**src/rtl/bsh_pkg.sv**
```systemverilog
// ---------------------------------------------------------------------------
// Battery slot health summary package
// Field widths, reset values and codes shared by the block's files.
// ---------------------------------------------------------------------------
package bsh_pkg;

    localparam int DATA_W     = 16;
    localparam int TIME_W     = 32;
    localparam int SLOT_W     = 4;
    localparam int LIMIT_W    = 8;
    localparam int COUNT_W    = 5;
    localparam int LOW_W      = 7;
    localparam int CFG_IDX_W  = 1;
    localparam int CFG_DATA_W = 32;

    localparam logic [LIMIT_W-1:0] ERR_LIMIT_RST = 8'd5;
    localparam logic [LIMIT_W-1:0] ERR_MAX       = 8'd255;
    localparam logic [TIME_W-1:0]  TIMEOUT_RST   = 32'd3000;
    localparam logic [LOW_W-1:0]   CHARGE_CAP    = 7'd100;

    localparam logic OP_POLL  = 1'b0;
    localparam logic OP_ROUND = 1'b1;

    localparam logic [CFG_IDX_W-1:0] REG_ERROR_LIMIT     = 1'b0;
    localparam logic [CFG_IDX_W-1:0] REG_OFFLINE_TIMEOUT = 1'b1;

endpackage

```
**src/rtl/bsh_in_if.sv**
```systemverilog
// ---------------------------------------------------------------------------
// Battery slot health input channel
// Valid/ready channel carrying one poll result or round-end beat.
// ---------------------------------------------------------------------------
interface bsh_in_if;
    logic                        valid;
    logic                        ready;
    logic                        opcode;
    logic [bsh_pkg::SLOT_W-1:0]  slot_index;
    logic                        read_ok;
    logic [bsh_pkg::DATA_W-1:0]  pack_voltage;
    logic [bsh_pkg::DATA_W-1:0]  pack_temperature;
    logic [bsh_pkg::DATA_W-1:0]  charge_percent;
    logic [bsh_pkg::DATA_W-1:0]  alarm_word;
    logic [bsh_pkg::DATA_W-1:0]  fault_word;
    logic [bsh_pkg::TIME_W-1:0]  now_ms;

    modport source (
        output valid, opcode, slot_index, read_ok, pack_voltage, pack_temperature,
               charge_percent, alarm_word, fault_word, now_ms,
        input  ready
    );
    modport sink (
        input  valid, opcode, slot_index, read_ok, pack_voltage, pack_temperature,
               charge_percent, alarm_word, fault_word, now_ms,
        output ready
    );
endinterface

```
**src/rtl/bsh_out_if.sv**
```systemverilog
// ---------------------------------------------------------------------------
// Battery slot health output channel
// Valid/ready channel carrying one summary beat.
// ---------------------------------------------------------------------------
interface bsh_out_if;
    logic                        valid;
    logic                        ready;
    logic [bsh_pkg::COUNT_W-1:0] online_count;
    logic [bsh_pkg::DATA_W-1:0]  average_voltage;
    logic [bsh_pkg::DATA_W-1:0]  average_temperature;
    logic [bsh_pkg::LOW_W-1:0]   lowest_charge;
    logic [bsh_pkg::DATA_W-1:0]  highest_charge;
    logic [bsh_pkg::DATA_W-1:0]  alarm_mask;
    logic [bsh_pkg::DATA_W-1:0]  fault_mask;
    logic                        running;

    modport source (
        output valid, online_count, average_voltage, average_temperature,
               lowest_charge, highest_charge, alarm_mask, fault_mask, running,
        input  ready
    );
    modport sink (
        input  valid, online_count, average_voltage, average_temperature,
               lowest_charge, highest_charge, alarm_mask, fault_mask, running,
        output ready
    );
endinterface

```
**src/rtl/bsh_div.sv**
```systemverilog
// ---------------------------------------------------------------------------
// Battery slot health divider
// Restoring divider, one quotient bit per cycle, 16-bit quotient.
// ---------------------------------------------------------------------------
module bsh_div #(
    parameter int CW = 4
) (
    input  logic                                 clk,
    input  logic                                 rst_n,
    input  logic                                 start,
    input  logic [bsh_pkg::DATA_W+CW-1:0]        dividend,
    input  logic [CW-1:0]                        divisor,
    output logic [bsh_pkg::DATA_W-1:0]           quotient,
    output logic                                 done
);

    localparam int QW    = bsh_pkg::DATA_W;
    localparam int SW    = QW + CW;
    localparam int STEPW = $clog2(QW);
    localparam logic [STEPW-1:0] LAST_STEP = STEPW'(QW - 1);

    logic [CW-1:0]    rem_reg;
    logic [CW-1:0]    rem_next;
    logic [QW-1:0]    dq_reg;
    logic [CW-1:0]    div_reg;
    logic [STEPW-1:0] step_reg;
    logic             busy_reg;
    logic             done_reg;
    logic [CW:0]      trial;
    logic [CW:0]      diff;
    logic             ge;

    // top part of the dividend is already below the divisor
    assign trial    = {rem_reg, dq_reg[QW-1]};
    assign ge       = trial >= {1'b0, div_reg};
    assign diff     = trial - {1'b0, div_reg};
    assign rem_next = ge ? diff[CW-1:0] : trial[CW-1:0];

    always_ff @(posedge clk or negedge rst_n)
    begin
        if (!rst_n)
        begin
            busy_reg <= 1'b0;
            done_reg <= 1'b0;
            step_reg <= '0;
        end
        else
        begin
            done_reg <= 1'b0;
            if (start)
            begin
                busy_reg <= 1'b1;
                step_reg <= '0;
            end
            else if (busy_reg)
            begin
                step_reg <= step_reg + 1'b1;
                if (step_reg == LAST_STEP)
                begin
                    busy_reg <= 1'b0;
                    done_reg <= 1'b1;
                end
            end
        end
    end

    always_ff @(posedge clk)
    begin
        if (start)
        begin
            rem_reg <= dividend[SW-1:QW];
            dq_reg  <= dividend[QW-1:0];
            div_reg <= divisor;
        end
        else if (busy_reg)
        begin
            rem_reg <= rem_next;
            dq_reg  <= {dq_reg[QW-2:0], ge};
        end
    end

    assign quotient = dq_reg;
    assign done     = done_reg;

endmodule

```
**src/rtl/battery_slot_health_summary.sv**
```systemverilog
// ---------------------------------------------------------------------------
// Battery slot health summary
// Slot table updated by poll results, summarized at each round end.
// ---------------------------------------------------------------------------
// A poll-result beat is captured, then applied to its slot. In a round-end
// beat the scan visits one slot per cycle (timeout drop and accumulation
// together), then one 16-step restoring divider forms the voltage average
// and then the temperature average. With no slot online the divider is
// skipped. The block takes no new beat while a beat is in work; a finished
// summary sits in the output register and the next beat is accepted
// meanwhile. No clearing pass follows reset.
module battery_slot_health_summary #(
    parameter int SLOTS = 8
) (
    input  logic                              clk,
    input  logic                              rst_n,
    input  logic                              cfg_we,
    input  logic [bsh_pkg::CFG_IDX_W-1:0]     cfg_index,
    input  logic [bsh_pkg::CFG_DATA_W-1:0]    cfg_wdata,
    bsh_in_if.sink                            item,
    bsh_out_if.source                         result
);

    localparam int IW = (SLOTS > 1) ? $clog2(SLOTS) : 1;
    localparam int CW = $clog2(SLOTS + 1);
    localparam int SW = bsh_pkg::DATA_W + CW;
    localparam logic [IW-1:0] LAST_SLOT = IW'(SLOTS - 1);

    typedef enum logic [6:0] {
        ST_IDLE   = 7'b0000001,
        ST_POLL   = 7'b0000010,
        ST_SCAN   = 7'b0000100,
        ST_PREP   = 7'b0001000,
        ST_DIV_V  = 7'b0010000,
        ST_DIV_T  = 7'b0100000,
        ST_FINISH = 7'b1000000
    } state_t;

    state_t state_reg;
    state_t state_next;

    // configuration
    logic [bsh_pkg::LIMIT_W-1:0] err_limit_reg;
    logic [bsh_pkg::TIME_W-1:0]  timeout_reg;

    // captured beat
    logic [bsh_pkg::SLOT_W-1:0]  slot_reg;
    logic                        ok_reg;
    logic [bsh_pkg::DATA_W-1:0]  volt_in_reg;
    logic [bsh_pkg::DATA_W-1:0]  temp_in_reg;
    logic [bsh_pkg::DATA_W-1:0]  chg_in_reg;
    logic                        alarm_in_reg;
    logic                        fault_in_reg;
    logic [bsh_pkg::TIME_W-1:0]  now_reg;

    // slot table
    logic                        online_reg [SLOTS];
    logic [bsh_pkg::LIMIT_W-1:0] err_reg    [SLOTS];
    logic [bsh_pkg::TIME_W-1:0]  stamp_reg  [SLOTS];
    logic [bsh_pkg::DATA_W-1:0]  volt_reg   [SLOTS];
    logic [bsh_pkg::DATA_W-1:0]  temp_reg   [SLOTS];
    logic [bsh_pkg::DATA_W-1:0]  chg_reg    [SLOTS];
    logic                        alarm_reg  [SLOTS];
    logic                        fault_reg  [SLOTS];

    // scan accumulators
    logic [IW-1:0]               cnt_reg;
    logic [CW-1:0]               on_cnt_reg;
    logic [SW-1:0]               sumv_reg;
    logic [SW-1:0]               sumt_reg;
    logic [bsh_pkg::LOW_W-1:0]   lo_reg;
    logic [bsh_pkg::DATA_W-1:0]  hi_reg;
    logic [SLOTS-1:0]            amask_reg;
    logic [SLOTS-1:0]            fmask_reg;
    logic [bsh_pkg::DATA_W-1:0]  avgv_reg;

    // output register
    logic                        out_valid_reg;
    logic [bsh_pkg::COUNT_W-1:0] o_count_reg;
    logic [bsh_pkg::DATA_W-1:0]  o_avgv_reg;
    logic [bsh_pkg::DATA_W-1:0]  o_avgt_reg;
    logic [bsh_pkg::LOW_W-1:0]   o_lo_reg;
    logic [bsh_pkg::DATA_W-1:0]  o_hi_reg;
    logic [SLOTS-1:0]            o_amask_reg;
    logic [SLOTS-1:0]            o_fmask_reg;

    logic                        accept;
    logic                        out_free;
    logic                        load_out;
    logic                        slot_in_range;
    logic [IW-1:0]               slot_sel;
    logic [IW-1:0]               rd_idx;
    logic                        rd_online;
    logic [bsh_pkg::LIMIT_W-1:0] rd_err;
    logic [bsh_pkg::LIMIT_W-1:0] err_inc;
    logic                        err_drop;
    logic [bsh_pkg::TIME_W-1:0]  age;
    logic                        expired;
    logic                        live;
    logic                        poll_wr;
    logic                        scan_step;
    logic                        any_online;
    logic                        div_start;
    logic [SW-1:0]               div_dividend;
    logic [bsh_pkg::DATA_W-1:0]  div_quot;
    logic                        div_done;

    assign accept   = item.valid && (state_reg == ST_IDLE);
    assign out_free = !out_valid_reg || result.ready;
    assign load_out = (state_reg == ST_FINISH) && out_free;

    assign slot_in_range = {1'b0, slot_reg} < bsh_pkg::COUNT_W'(SLOTS);
    assign slot_sel      = slot_reg[IW-1:0];
    assign rd_idx        = (state_reg == ST_POLL) ? slot_sel : cnt_reg;

    assign rd_online = online_reg[rd_idx];
    assign rd_err    = err_reg[rd_idx];
    assign err_inc   = (rd_err == bsh_pkg::ERR_MAX) ? rd_err : rd_err + 1'b1;
    assign err_drop  = err_inc >= err_limit_reg;

    assign age       = now_reg - stamp_reg[rd_idx];
    assign expired   = rd_online && (age > timeout_reg);
    assign live      = rd_online && !expired;

    assign poll_wr    = (state_reg == ST_POLL) && slot_in_range;
    assign scan_step  = state_reg == ST_SCAN;
    assign any_online = on_cnt_reg != '0;

    always_comb
    begin
        state_next = state_reg;
        unique case (state_reg)
            ST_IDLE:
            begin
                if (item.valid)
                    state_next = (item.opcode == bsh_pkg::OP_ROUND) ? ST_SCAN : ST_POLL;
            end
            ST_POLL:
                state_next = ST_IDLE;
            ST_SCAN:
            begin
                if (cnt_reg == LAST_SLOT)
                    state_next = ST_PREP;
            end
            ST_PREP:
                state_next = any_online ? ST_DIV_V : ST_FINISH;
            ST_DIV_V:
            begin
                if (div_done)
                    state_next = ST_DIV_T;
            end
            ST_DIV_T:
            begin
                if (div_done)
                    state_next = ST_FINISH;
            end
            ST_FINISH:
            begin
                if (out_free)
                    state_next = ST_IDLE;
            end
            default:
                state_next = ST_IDLE;
        endcase
    end

    always_ff @(posedge clk or negedge rst_n)
    begin
        if (!rst_n)
        begin
            state_reg <= ST_IDLE;
            cnt_reg   <= '0;
        end
        else
        begin
            state_reg <= state_next;
            if (scan_step)
                cnt_reg <= (cnt_reg == LAST_SLOT) ? '0 : cnt_reg + 1'b1;
        end
    end

    always_ff @(posedge clk or negedge rst_n)
    begin
        if (!rst_n)
        begin
            err_limit_reg <= bsh_pkg::ERR_LIMIT_RST;
            timeout_reg   <= bsh_pkg::TIMEOUT_RST;
        end
        else if (cfg_we)
        begin
            unique case (cfg_index)
                bsh_pkg::REG_ERROR_LIMIT:
                    err_limit_reg <= cfg_wdata[bsh_pkg::LIMIT_W-1:0];
                bsh_pkg::REG_OFFLINE_TIMEOUT:
                    timeout_reg <= cfg_wdata[bsh_pkg::TIME_W-1:0];
                default:
                    timeout_reg <= timeout_reg;
            endcase
        end
    end

    always_ff @(posedge clk)
    begin
        if (accept)
        begin
            slot_reg     <= item.slot_index;
            ok_reg       <= item.read_ok;
            volt_in_reg  <= item.pack_voltage;
            temp_in_reg  <= item.pack_temperature;
            chg_in_reg   <= item.charge_percent;
            alarm_in_reg <= item.alarm_word != '0;
            fault_in_reg <= item.fault_word != '0;
            now_reg      <= item.now_ms;
        end
    end

    always_ff @(posedge clk or negedge rst_n)
    begin
        if (!rst_n)
        begin
            for (int i = 0; i < SLOTS; i++)
            begin
                online_reg[i] <= 1'b0;
                err_reg[i]    <= '0;
            end
        end
        else if (poll_wr)
        begin
            if (ok_reg)
            begin
                online_reg[slot_sel] <= 1'b1;
                err_reg[slot_sel]    <= '0;
            end
            else
            begin
                err_reg[slot_sel] <= err_inc;
                if (err_drop)
                    online_reg[slot_sel] <= 1'b0;
            end
        end
        else if (scan_step && expired)
        begin
            online_reg[cnt_reg] <= 1'b0;
        end
    end

    always_ff @(posedge clk)
    begin
        if (poll_wr && ok_reg)
        begin
            stamp_reg[slot_sel] <= now_reg;
            volt_reg[slot_sel]  <= volt_in_reg;
            temp_reg[slot_sel]  <= temp_in_reg;
            chg_reg[slot_sel]   <= chg_in_reg;
            alarm_reg[slot_sel] <= alarm_in_reg;
            fault_reg[slot_sel] <= fault_in_reg;
        end
    end

    always_ff @(posedge clk)
    begin
        if (accept)
        begin
            on_cnt_reg <= '0;
            sumv_reg   <= '0;
            sumt_reg   <= '0;
            lo_reg     <= bsh_pkg::CHARGE_CAP;
            hi_reg     <= '0;
            amask_reg  <= '0;
            fmask_reg  <= '0;
        end
        else if (scan_step && live)
        begin
            on_cnt_reg         <= on_cnt_reg + 1'b1;
            sumv_reg           <= sumv_reg + SW'(volt_reg[cnt_reg]);
            sumt_reg           <= sumt_reg + SW'(temp_reg[cnt_reg]);
            amask_reg[cnt_reg] <= alarm_reg[cnt_reg];
            fmask_reg[cnt_reg] <= fault_reg[cnt_reg];
            if (chg_reg[cnt_reg] < bsh_pkg::DATA_W'(lo_reg))
                lo_reg <= chg_reg[cnt_reg][bsh_pkg::LOW_W-1:0];
            if (chg_reg[cnt_reg] > hi_reg)
                hi_reg <= chg_reg[cnt_reg];
        end
    end

    assign div_start    = ((state_reg == ST_PREP) && any_online)
                       || ((state_reg == ST_DIV_V) && div_done);
    assign div_dividend = (state_reg == ST_PREP) ? sumv_reg : sumt_reg;

    bsh_div #(
        .CW (CW)
    ) u_div (
        .clk      (clk),
        .rst_n    (rst_n),
        .start    (div_start),
        .dividend (div_dividend),
        .divisor  (on_cnt_reg),
        .quotient (div_quot),
        .done     (div_done)
    );

    always_ff @(posedge clk)
    begin
        if ((state_reg == ST_DIV_V) && div_done)
            avgv_reg <= div_quot;
    end

    always_ff @(posedge clk or negedge rst_n)
    begin
        if (!rst_n)
            out_valid_reg <= 1'b0;
        else if (load_out)
            out_valid_reg <= 1'b1;
        else if (result.ready)
            out_valid_reg <= 1'b0;
    end

    always_ff @(posedge clk)
    begin
        if (load_out)
        begin
            o_count_reg <= bsh_pkg::COUNT_W'(on_cnt_reg);
            o_avgv_reg  <= any_online ? avgv_reg : '0;
            o_avgt_reg  <= any_online ? div_quot : '0;
            o_lo_reg    <= any_online ? lo_reg : '0;
            o_hi_reg    <= any_online ? hi_reg : '0;
            o_amask_reg <= amask_reg;
            o_fmask_reg <= fmask_reg;
        end
    end

    assign item.ready                 = state_reg == ST_IDLE;
    assign result.valid               = out_valid_reg;
    assign result.online_count        = o_count_reg;
    assign result.average_voltage     = o_avgv_reg;
    assign result.average_temperature = o_avgt_reg;
    assign result.lowest_charge       = o_lo_reg;
    assign result.highest_charge      = o_hi_reg;
    assign result.alarm_mask          = bsh_pkg::DATA_W'(o_amask_reg);
    assign result.fault_mask          = bsh_pkg::DATA_W'(o_fmask_reg);
    assign result.running             = o_count_reg != '0;

endmodule

```
**src/flat_wrapper.sv**
```systemverilog
// flat-port wrapper written by rule: the top's interface ports become plain ports
module battery_slot_health_summary_flat 
#(
    parameter int SLOTS = 8
)
  (clk, rst_n, cfg_we, cfg_index, cfg_wdata, item_valid, item_opcode, item_slot_index, item_read_ok, item_pack_voltage, item_pack_temperature, item_charge_percent, item_alarm_word, item_fault_word, item_now_ms, item_ready, result_valid, result_online_count, result_average_voltage, result_average_temperature, result_lowest_charge, result_highest_charge, result_alarm_mask, result_fault_mask, result_running, result_ready);
  bsh_in_if item_i ();
  bsh_out_if result_i ();
  input  logic clk;
  input  logic rst_n;
  input  logic cfg_we;
  input  logic [bsh_pkg::CFG_IDX_W-1:0] cfg_index;
  input  logic [bsh_pkg::CFG_DATA_W-1:0] cfg_wdata;
  input wire logic [$bits(item_i.valid)-1:0] item_valid;
  input wire logic [$bits(item_i.opcode)-1:0] item_opcode;
  input wire logic [$bits(item_i.slot_index)-1:0] item_slot_index;
  input wire logic [$bits(item_i.read_ok)-1:0] item_read_ok;
  input wire logic [$bits(item_i.pack_voltage)-1:0] item_pack_voltage;
  input wire logic [$bits(item_i.pack_temperature)-1:0] item_pack_temperature;
  input wire logic [$bits(item_i.charge_percent)-1:0] item_charge_percent;
  input wire logic [$bits(item_i.alarm_word)-1:0] item_alarm_word;
  input wire logic [$bits(item_i.fault_word)-1:0] item_fault_word;
  input wire logic [$bits(item_i.now_ms)-1:0] item_now_ms;
  output wire logic [$bits(item_i.ready)-1:0] item_ready;
  output wire logic [$bits(result_i.valid)-1:0] result_valid;
  output wire logic [$bits(result_i.online_count)-1:0] result_online_count;
  output wire logic [$bits(result_i.average_voltage)-1:0] result_average_voltage;
  output wire logic [$bits(result_i.average_temperature)-1:0] result_average_temperature;
  output wire logic [$bits(result_i.lowest_charge)-1:0] result_lowest_charge;
  output wire logic [$bits(result_i.highest_charge)-1:0] result_highest_charge;
  output wire logic [$bits(result_i.alarm_mask)-1:0] result_alarm_mask;
  output wire logic [$bits(result_i.fault_mask)-1:0] result_fault_mask;
  output wire logic [$bits(result_i.running)-1:0] result_running;
  input wire logic [$bits(result_i.ready)-1:0] result_ready;
  assign item_i.valid = item_valid;
  assign item_i.opcode = item_opcode;
  assign item_i.slot_index = item_slot_index;
  assign item_i.read_ok = item_read_ok;
  assign item_i.pack_voltage = item_pack_voltage;
  assign item_i.pack_temperature = item_pack_temperature;
  assign item_i.charge_percent = item_charge_percent;
  assign item_i.alarm_word = item_alarm_word;
  assign item_i.fault_word = item_fault_word;
  assign item_i.now_ms = item_now_ms;
  assign item_ready = item_i.ready;
  assign result_valid = result_i.valid;
  assign result_online_count = result_i.online_count;
  assign result_average_voltage = result_i.average_voltage;
  assign result_average_temperature = result_i.average_temperature;
  assign result_lowest_charge = result_i.lowest_charge;
  assign result_highest_charge = result_i.highest_charge;
  assign result_alarm_mask = result_i.alarm_mask;
  assign result_fault_mask = result_i.fault_mask;
  assign result_running = result_i.running;
  assign result_i.ready = result_ready;
  battery_slot_health_summary #(.SLOTS(SLOTS)) u_core (.clk(clk), .rst_n(rst_n), .cfg_we(cfg_we), .cfg_index(cfg_index), .cfg_wdata(cfg_wdata), .item(item_i), .result(result_i));
endmodule
```
**config.mk**
```make
export PLATFORM = sky130hd
export DESIGN_NAME = battery_slot_health_summary_flat
export DESIGN_NICKNAME = d
export VERILOG_FILES = /design/src/rtl/bsh_pkg.sv /design/src/rtl/bsh_in_if.sv /design/src/rtl/bsh_out_if.sv /design/src/rtl/bsh_div.sv /design/src/rtl/battery_slot_health_summary.sv /design/src/flat_wrapper.sv
export SDC_FILE = /design/constraint.sdc
export NUM_CORES = 1
export LEC_CHECK = 0
export BUFFER_PORTS_ARGS = -buffer_cell sky130_fd_sc_hd__buf_2
export CAP_MARGIN = 5
export CORE_MARGIN = 3
export CORE_UTILIZATION = 30
export DETAILED_ROUTE_END_ITERATION = 12
export PLACE_DENSITY_LB_ADDON = 0.08
export REMOVE_ABC_BUFFERS = 1
export SYNTH_ARGS = -nofsm -noshare
export SYNTH_HDL_FRONTEND = slang
export SYNTH_SLANG_ARGS = --single-unit
```
**constraint.sdc**
```tcl
create_clock -name clk -period 14.9 [get_ports clk]
set_input_delay 0.745 -clock clk [delete_from_list [all_inputs] [get_ports clk]]
set_output_delay 0.745 -clock clk [all_outputs]
set_load 0.1 [all_outputs]
```
==> impl_metrics.toml, run 1 <==
[worst_setup_path]
reg2reg_depth = 26
startpoint_type = "register"
r2r_end = "u_core.hi_reg[0]"
rrSetupSlack_ns = 5.05
critPathMaxFanout = 51
end_kind = "register"
cp.required_ns = 15.57
r2r_start = "u_core.state_reg[2]"
crit_type = "reg -> reg"
worstPathArrival_ns = 10.51

[synth]
synth-seq-cells = 1070
netlist_instances = 3397
synth_area_per_cell_um2 = 13.3
synth_enable_flop_cells = 858
syn_area_um2 = 45200
synth_cell_type_count = 82
synth-async-reset-ratio_pct = 12.1
synth-seq-area-share_pct = 67.8
ys_warn_count = 0
synth_ff_type = "edfxtp_1"

[sta]
grt_setup_unrepaired = "false"
fmax_mhz = 102
fin_tns_setup_ns = 0
fin_worst_skew_ns = 0.0263
period_share_pct = 66.1
worst_pin_slew_ns = 1.27
setup_viol = 0
hold_violations = 0
maxSlewViolCount = 0
slew_headroom_pct = 15.0
worst_slack_ns = 5.05
fin_crit_ns = 9.85

[global_routing]
grt_overflow = 0
grt_pass1_vias = 28810
antenna_found_initial = 6
grt_usage_pct = 16.9
grt_max_degree = 129
grt_pass1_wl_um = 197000

[worst_hold_path]
hp-class = "in -> reg"
hold_end = "u_core.temp_in_reg[0]"
worstHoldPathCells = 1
min_from = "item_pack_temperature[0]"

[clock_network]
clkTransAtPathRegs_ns = 0.06
worstSkewPairLatency_ns = 0.75
ctsResizeCount = 0
cts_setup_buffers = 0
h-tree-depth = 4
numCtsBuffers = 130
clock-root-buffer = "clkbuf_16"
cts_buffer_depth = 3
cts_tree = "done"
cts_hold_buf = 1
cts.sinks = 1070

[route]
totalWireLength_um = 133000
drtAntennaViolNets = 0
detail_route.vias_per_cell = 4.94
drcViolationCount = 0
num_vias = 28455
drt_iter0_markers = 1951
wl_per_cell_um = 23.2
drt_first_pass_iters = 7

[layout]
finish.utilization_pct = 35.7
drive_above_1_share_pct = 16.0
nets = 3944
syn_to_final_growth_pct = 17.3
final_cell_area_um2 = 53100
n_antenna_cell = 0
largest_reg_flops = 256

[placement]
io_buffers = 233
pre_cts_ws_ns = 4.98
place_hpwl_um = 81100
placed_area_um2 = 48800
gp_congestion = 0.771

[floorplanning]
fp.coreArea_um2 = 149000
start_util_pct = 30.4
ios = 251
die_h_um = 394
die_x_um = 394
die-area_um2 = 156000
num_rows = 141

[run_status]
outcome = "finished, final reports clean"

[flow_run]
cap_violations = 0

[power]
leakagePower_uw = 0.0194
power_density_nw_per_um2 = 205
ir_worst_vdd_uv = 141
-- metrics by stage --
step,instances,total power (µW),hold slack (ns)
final,5756,10900,0.169
after global routing,5756,11600,0.112
after CTS,5756,11100,0.0880
after detailed placement,5518,7820,0.413
after global placement,5518,7840,0.418
after floorplan,3228,6390,0.408
-- cell usage after synthesis, types with 7 or more instances --
master | n | area [µm²]
a211oi_1 | 23 | 173
a21o_1 | 43 | 323
a21oi_1 | 115 | 576
a221oi_1 | 13 | 114
a22o_1 | 13 | 114
a22oi_1 | 169 | 1270
a311oi_1 | 31 | 272
a31oi_1 | 43 | 269
and3_1 | 39 | 244
buf_1 | 19 | 71.3
buf_2 | 12 | 60.1
buf_4 | 18 | 135
clkbuf_1 | 134 | 503
dfrtp_1 | 119 | 2980
dfstp_2 | 10 | 263
dfxtp_1 | 83 | 1660
edfxtp_1 | 858 | 25800
ha_1 | 135 | 1690
inv_1 | 117 | 439
mux2_2 | 55 | 619
mux2i_1 | 74 | 741
mux4_2 | 16 | 360
nand2_1 | 477 | 1790
nand2b_1 | 27 | 169
nand3_1 | 109 | 546
nand3b_1 | 7 | 52.6
nand4_1 | 54 | 338
nor2_1 | 156 | 586
nor2b_1 | 50 | 313
nor3_1 | 19 | 95.1
nor4_1 | 11 | 68.8
o211ai_1 | 20 | 150
o21a_1 | 17 | 128
o21ai_0 | 86 | 430
o21bai_1 | 16 | 120
o31ai_1 | 27 | 203
o32a_1 | 7 | 70.1
or3_1 | 15 | 93.8
xnor2_1 | 43 | 377
xor2_1 | 17 | 149
-- layer usage --
metal,up-vias,wire length [µm],global-route usage (%)
met1,14384,63400,24.1
met5,-,9,0
met4,2,2910,4.74
li1,13294,-,-
met3,167,5970,3.05
met2,608,61000,26.4
-- final cells by class --
type                    instances  area [µm²]
clock buffers                 179        3610
inverters                     118         453
multi-input cells            2040       13600
flip-flops and latches       1070       30700
fillers                     14459       95700
well taps                    2002        2500
repair buffers                289        1610
clock inverters                58         654
-- how the worst max path moves through the flow --
stage                         from             endpoint  depth (start not counted)
2_1_floorplan  u_core.state_reg[2]  u_core.amask_reg[1]                         26
3_3_place_gp   u_core.state_reg[2]     u_core.hi_reg[0]                         26
3_5_place_dp   u_core.state_reg[2]     u_core.hi_reg[0]                         26
4_1_cts        u_core.state_reg[2]     u_core.hi_reg[0]                         26
5_1_grt        u_core.state_reg[2]     u_core.hi_reg[0]                         26
6_report       u_core.state_reg[2]     u_core.hi_reg[0]                         26
-- power breakdown --
group / internal (µW) / total, µW / switching (µW) / leakage [µW]
combinational: 1360 / 3900 / 2540 / 0.00719
clock: 1910 / 3170 / 1260 / 0.00210
sequential: 3570 / 3800 / 227 / 0.0101
total: 6840 / 10900 / 4030 / 0.0194
-- critical path, cell delays in order (launching register included) --
cell      delay [ns]
dfrtp_1         0.41
or4b_1          0.78
o21ai_2         0.38
and2_2          0.63
buf_4           0.66
and3_1          0.26
a311oi_1        0.05
a31oi_1         0.42
ha_1            0.31
nor2b_1         0.14
o31a_1          0.28
nor4_1          0.55
o31a_1          0.35
o31a_1          0.30
o311ai_0        0.21
a31o_2          0.30
a21oi_1         0.16
xnor2_1         0.09
ha_1            0.34
nand4_1         0.12
nor3_1          0.25
nand4_1         0.18
or4_1           0.59
o31a_1          0.47
nor3_4          0.98
mux2_2          0.42
nor2_1          0.08
-- cells in the final DEF (no fill, tap or decap), types with 86 or more instances in the layout --
master and n:
a21oi_1 115, a22oi_1 169, buf_2 232, clkbuf_16 135
dfrtp_1 119, edfxtp_1 858, ha_1 135, inv_1 116
nand2_1 476, nand3_1 109, nor2_1 146, o21ai_0 86
-- logic make-up (layout without fill, tap and decap cells) --
family                   after synthesis  after routing  share of synthesized area, %
adder cells (fa/ha/maj)              139            139                          3.91
XOR/XNOR                              61             61                          1.20
multiplexers                         146            146                          3.84
AO/OA/AOI/OAI                        679            679                          10.4
flip-flops                          1070           1070                          67.8
buffers and inverters                303            644                          2.73
AND/OR/NAND/NOR                      998            998                          10.1
other                                  1             17                       0.00829
Note: power is estimated with default switching activity, not from simulation.
==> run 2, diff against run 1 <==
clock period = 9.7 ns   (was 14.9 ns; I/O delays follow)
==> run 2 against run 1 <==
Against the previous run:
- worst setup slack got worse by 4.0 ns
- clock power rose by 52%
- utilization rose by 0.85 points
- first-iteration DRC count fell by 0.36%
- total power rose by 53%
- final cell count rose by 2.3%
- global-route usage rose by 0.30 points
- flip-flop and latch count did not move
- clock-buffer cell count fell by 10
- cell area rose by 2.4%
- largest power group unchanged
- highest routed layer is now met4
==> impl_metrics.toml, run 2 (synthesized netlist as in run 1, its figures left out) <==
[power]
swShare_pct = 37.0
leakagePower_uw = 0.0199
p_int_uw = 10500
p_sw_uw = 6160
power.share.clock_pct = 28.9
ir_worst_vdd_uv = 183
p_comb_share_pct = 36.0
power_density_nw_per_um2 = 306
pwr-share-seq_pct = 35.1

[clock_network]
h-tree-depth = 4
cts_hold_buf = 123
numCtsBuffers = 131
clkTransAtPathRegs_ns = 0.06
cts_tree = "done"
clock-root-buffer = "clkbuf_16"
cts_buffer_depth = 3
ctsResizeCount = 0
cts.sinks = 1070
cts_setup_buffers = 0
worstSkewPairLatency_ns = 0.76

[layout]
final_common_cell = "edfxtp_1"
seq_area_um2 = 30700
nets = 4082
layout_common_cells = "edfxtp_1, nand2_1, buf_2"
drive_above_1_share_pct = 15.7
syn_to_final_growth_pct = 20.1
largest_reg_flops = 256
multi_input_area_um2 = 13600
fillers = 14429

[placement]
pre_cts_ws_ns = 1.08
gp_congestion = 0.758
io_buffers = 233
place_hpwl_um = 81900

[worst_setup_path]
startpoint_type = "register"
max_stage_delay_ns = 0.78
crit_type = "reg -> reg"
end_kind = "register"
crit_path_start = "u_core.state_reg[2]"
worst_path_max_delay_cell = "or4b_1"
cp_common_cell = "buf_4"
critPathMaxFanout = 40
r2r_start = "u_core.state_reg[2]"
worstPathArrival_ns = 9.25
cp.required_ns = 10.34

[floorplanning]
die_x_um = 394
start_util_pct = 30.4
num_rows = 141
ios = 251
die-area_um2 = 156000
fp.coreArea_um2 = 149000
die_h_um = 394

[global_routing]
grt_max_degree = 99
antenna_found_initial = 8
grt_usage_pct = 17.2
grt_overflow = 0
grt_pass1_wl_um = 201000
grt_pass1_vias = 29411

[worst_hold_path]
hp-class = "in -> reg"
min_from = "result_ready"

[sta]
worst_slack_ns = 1.09
slew_headroom_pct = 24.6
hold_violations = 0
worst_pin_slew_ns = 1.13
setup_viol = 0
grt_setup_unrepaired = "false"
maxSlewViolCount = 0
fmax_mhz = 116
hold_ws_ns = 0.111
fin_crit_ns = 8.61
fin_worst_skew_ns = 0.0381
period_share_pct = 88.7

[route]
drcViolationCount = 0
drt_first_pass_iters = 7
totalWireLength_um = 135000
num_vias = 28575
drtAntennaViolNets = 0
drt_iter0_markers = 1944
detail_route.vias_per_cell = 4.85
wl_per_cell_um = 22.9

[flow_run]
cap_violations = 0

[run_status]
outcome = "finished, final reports clean"
## run 2: cell count changes in the layout (fill, tap and decap cells not counted), moves of 2 or more
cell,before,now
dlygate4sd3_1,1,123
buf_4,54,68
clkinv_1,11,20
clkbuf_1,37,29
clkinv_2,24,19
bufinv_16,12,9
clkbuf_8,7,5
clkinv_4,0,2
clkinvlp_4,1,3
diode_2,0,2
## run 2: per-stage QoR
stage          TNS [ns]  utilization, %  instances  total power, µW  area, µm²
2_1_floorplan   -194.51               -       3228             9820      44500
3_3_place_gp          0            32.9       5533            12000      48900
3_5_place_dp          0            32.9       5533            11900      48900
4_1_cts               0            36.5       5888            16900      54300
5_1_grt               0            36.5       5888            17700      54300
6_report              0            36.5       5890            16600      54300
## run 2: cell type report
type | count | share of cell area (%)
clock buffer | 169 | 6.55
clock inverter | 63 | 1.15
timing repair buffer | 426 | 5.44
sequential | 1070 | 56.4
antenna | 2 | 0.00921
multi-input combinational | 2040 | 25.0
inverter | 118 | 0.834
tap | 2002 | 4.61
## run 2: critical path: cells and delay by family (launching register included)
kind | cells | cell delay [ns]
compound gates | 12 | 3.35
simple gates | 9 | 2.84
flops | 1 | 0.41
buf+inv | 3 | 1.12
fa+ha+maj | 2 | 0.69
## run 2: layer usage
metal	global-route usage (%)	part of all wire, %	vias up
li1	-	-	13544
met1	24.8	49	14345
met4	4.32	1.9	0
met5	0	0	-
met3	2.41	3.5	173
met2	27.4	46	513
## run 2: power groups by stage
stage	Clock (µW)	Sequential, µW	Combinational (µW)
6_report	4810	5820	5990
3_3_place_gp	0	5920	6070
5_1_grt	5160	5870	6710
3_5_place_dp	0	5920	6030
2_1_floorplan	0	5870	3950
4_1_cts	4970	5830	6090
## run 2: worst paths after layout
| path | end | slack, ns | cells past startpoint |
|---|---|---|---|
| min in group asynchronous | u_core.err_reg[58] | 0.39 | 2 |
| setup / recovery | u_core.sumt_reg[1] | 1.09 | 26 |
| setup reg to reg | u_core.sumt_reg[1] | 1.09 | 26 |
| max in group asynchronous | u_core.u_div.step_reg[3] | 8.10 | 3 |
| hold / removal | u_core.result.valid | 0.11 | 3 |
| hold reg to reg | u_core.o_amask_reg[1] | 0.43 | 0 |
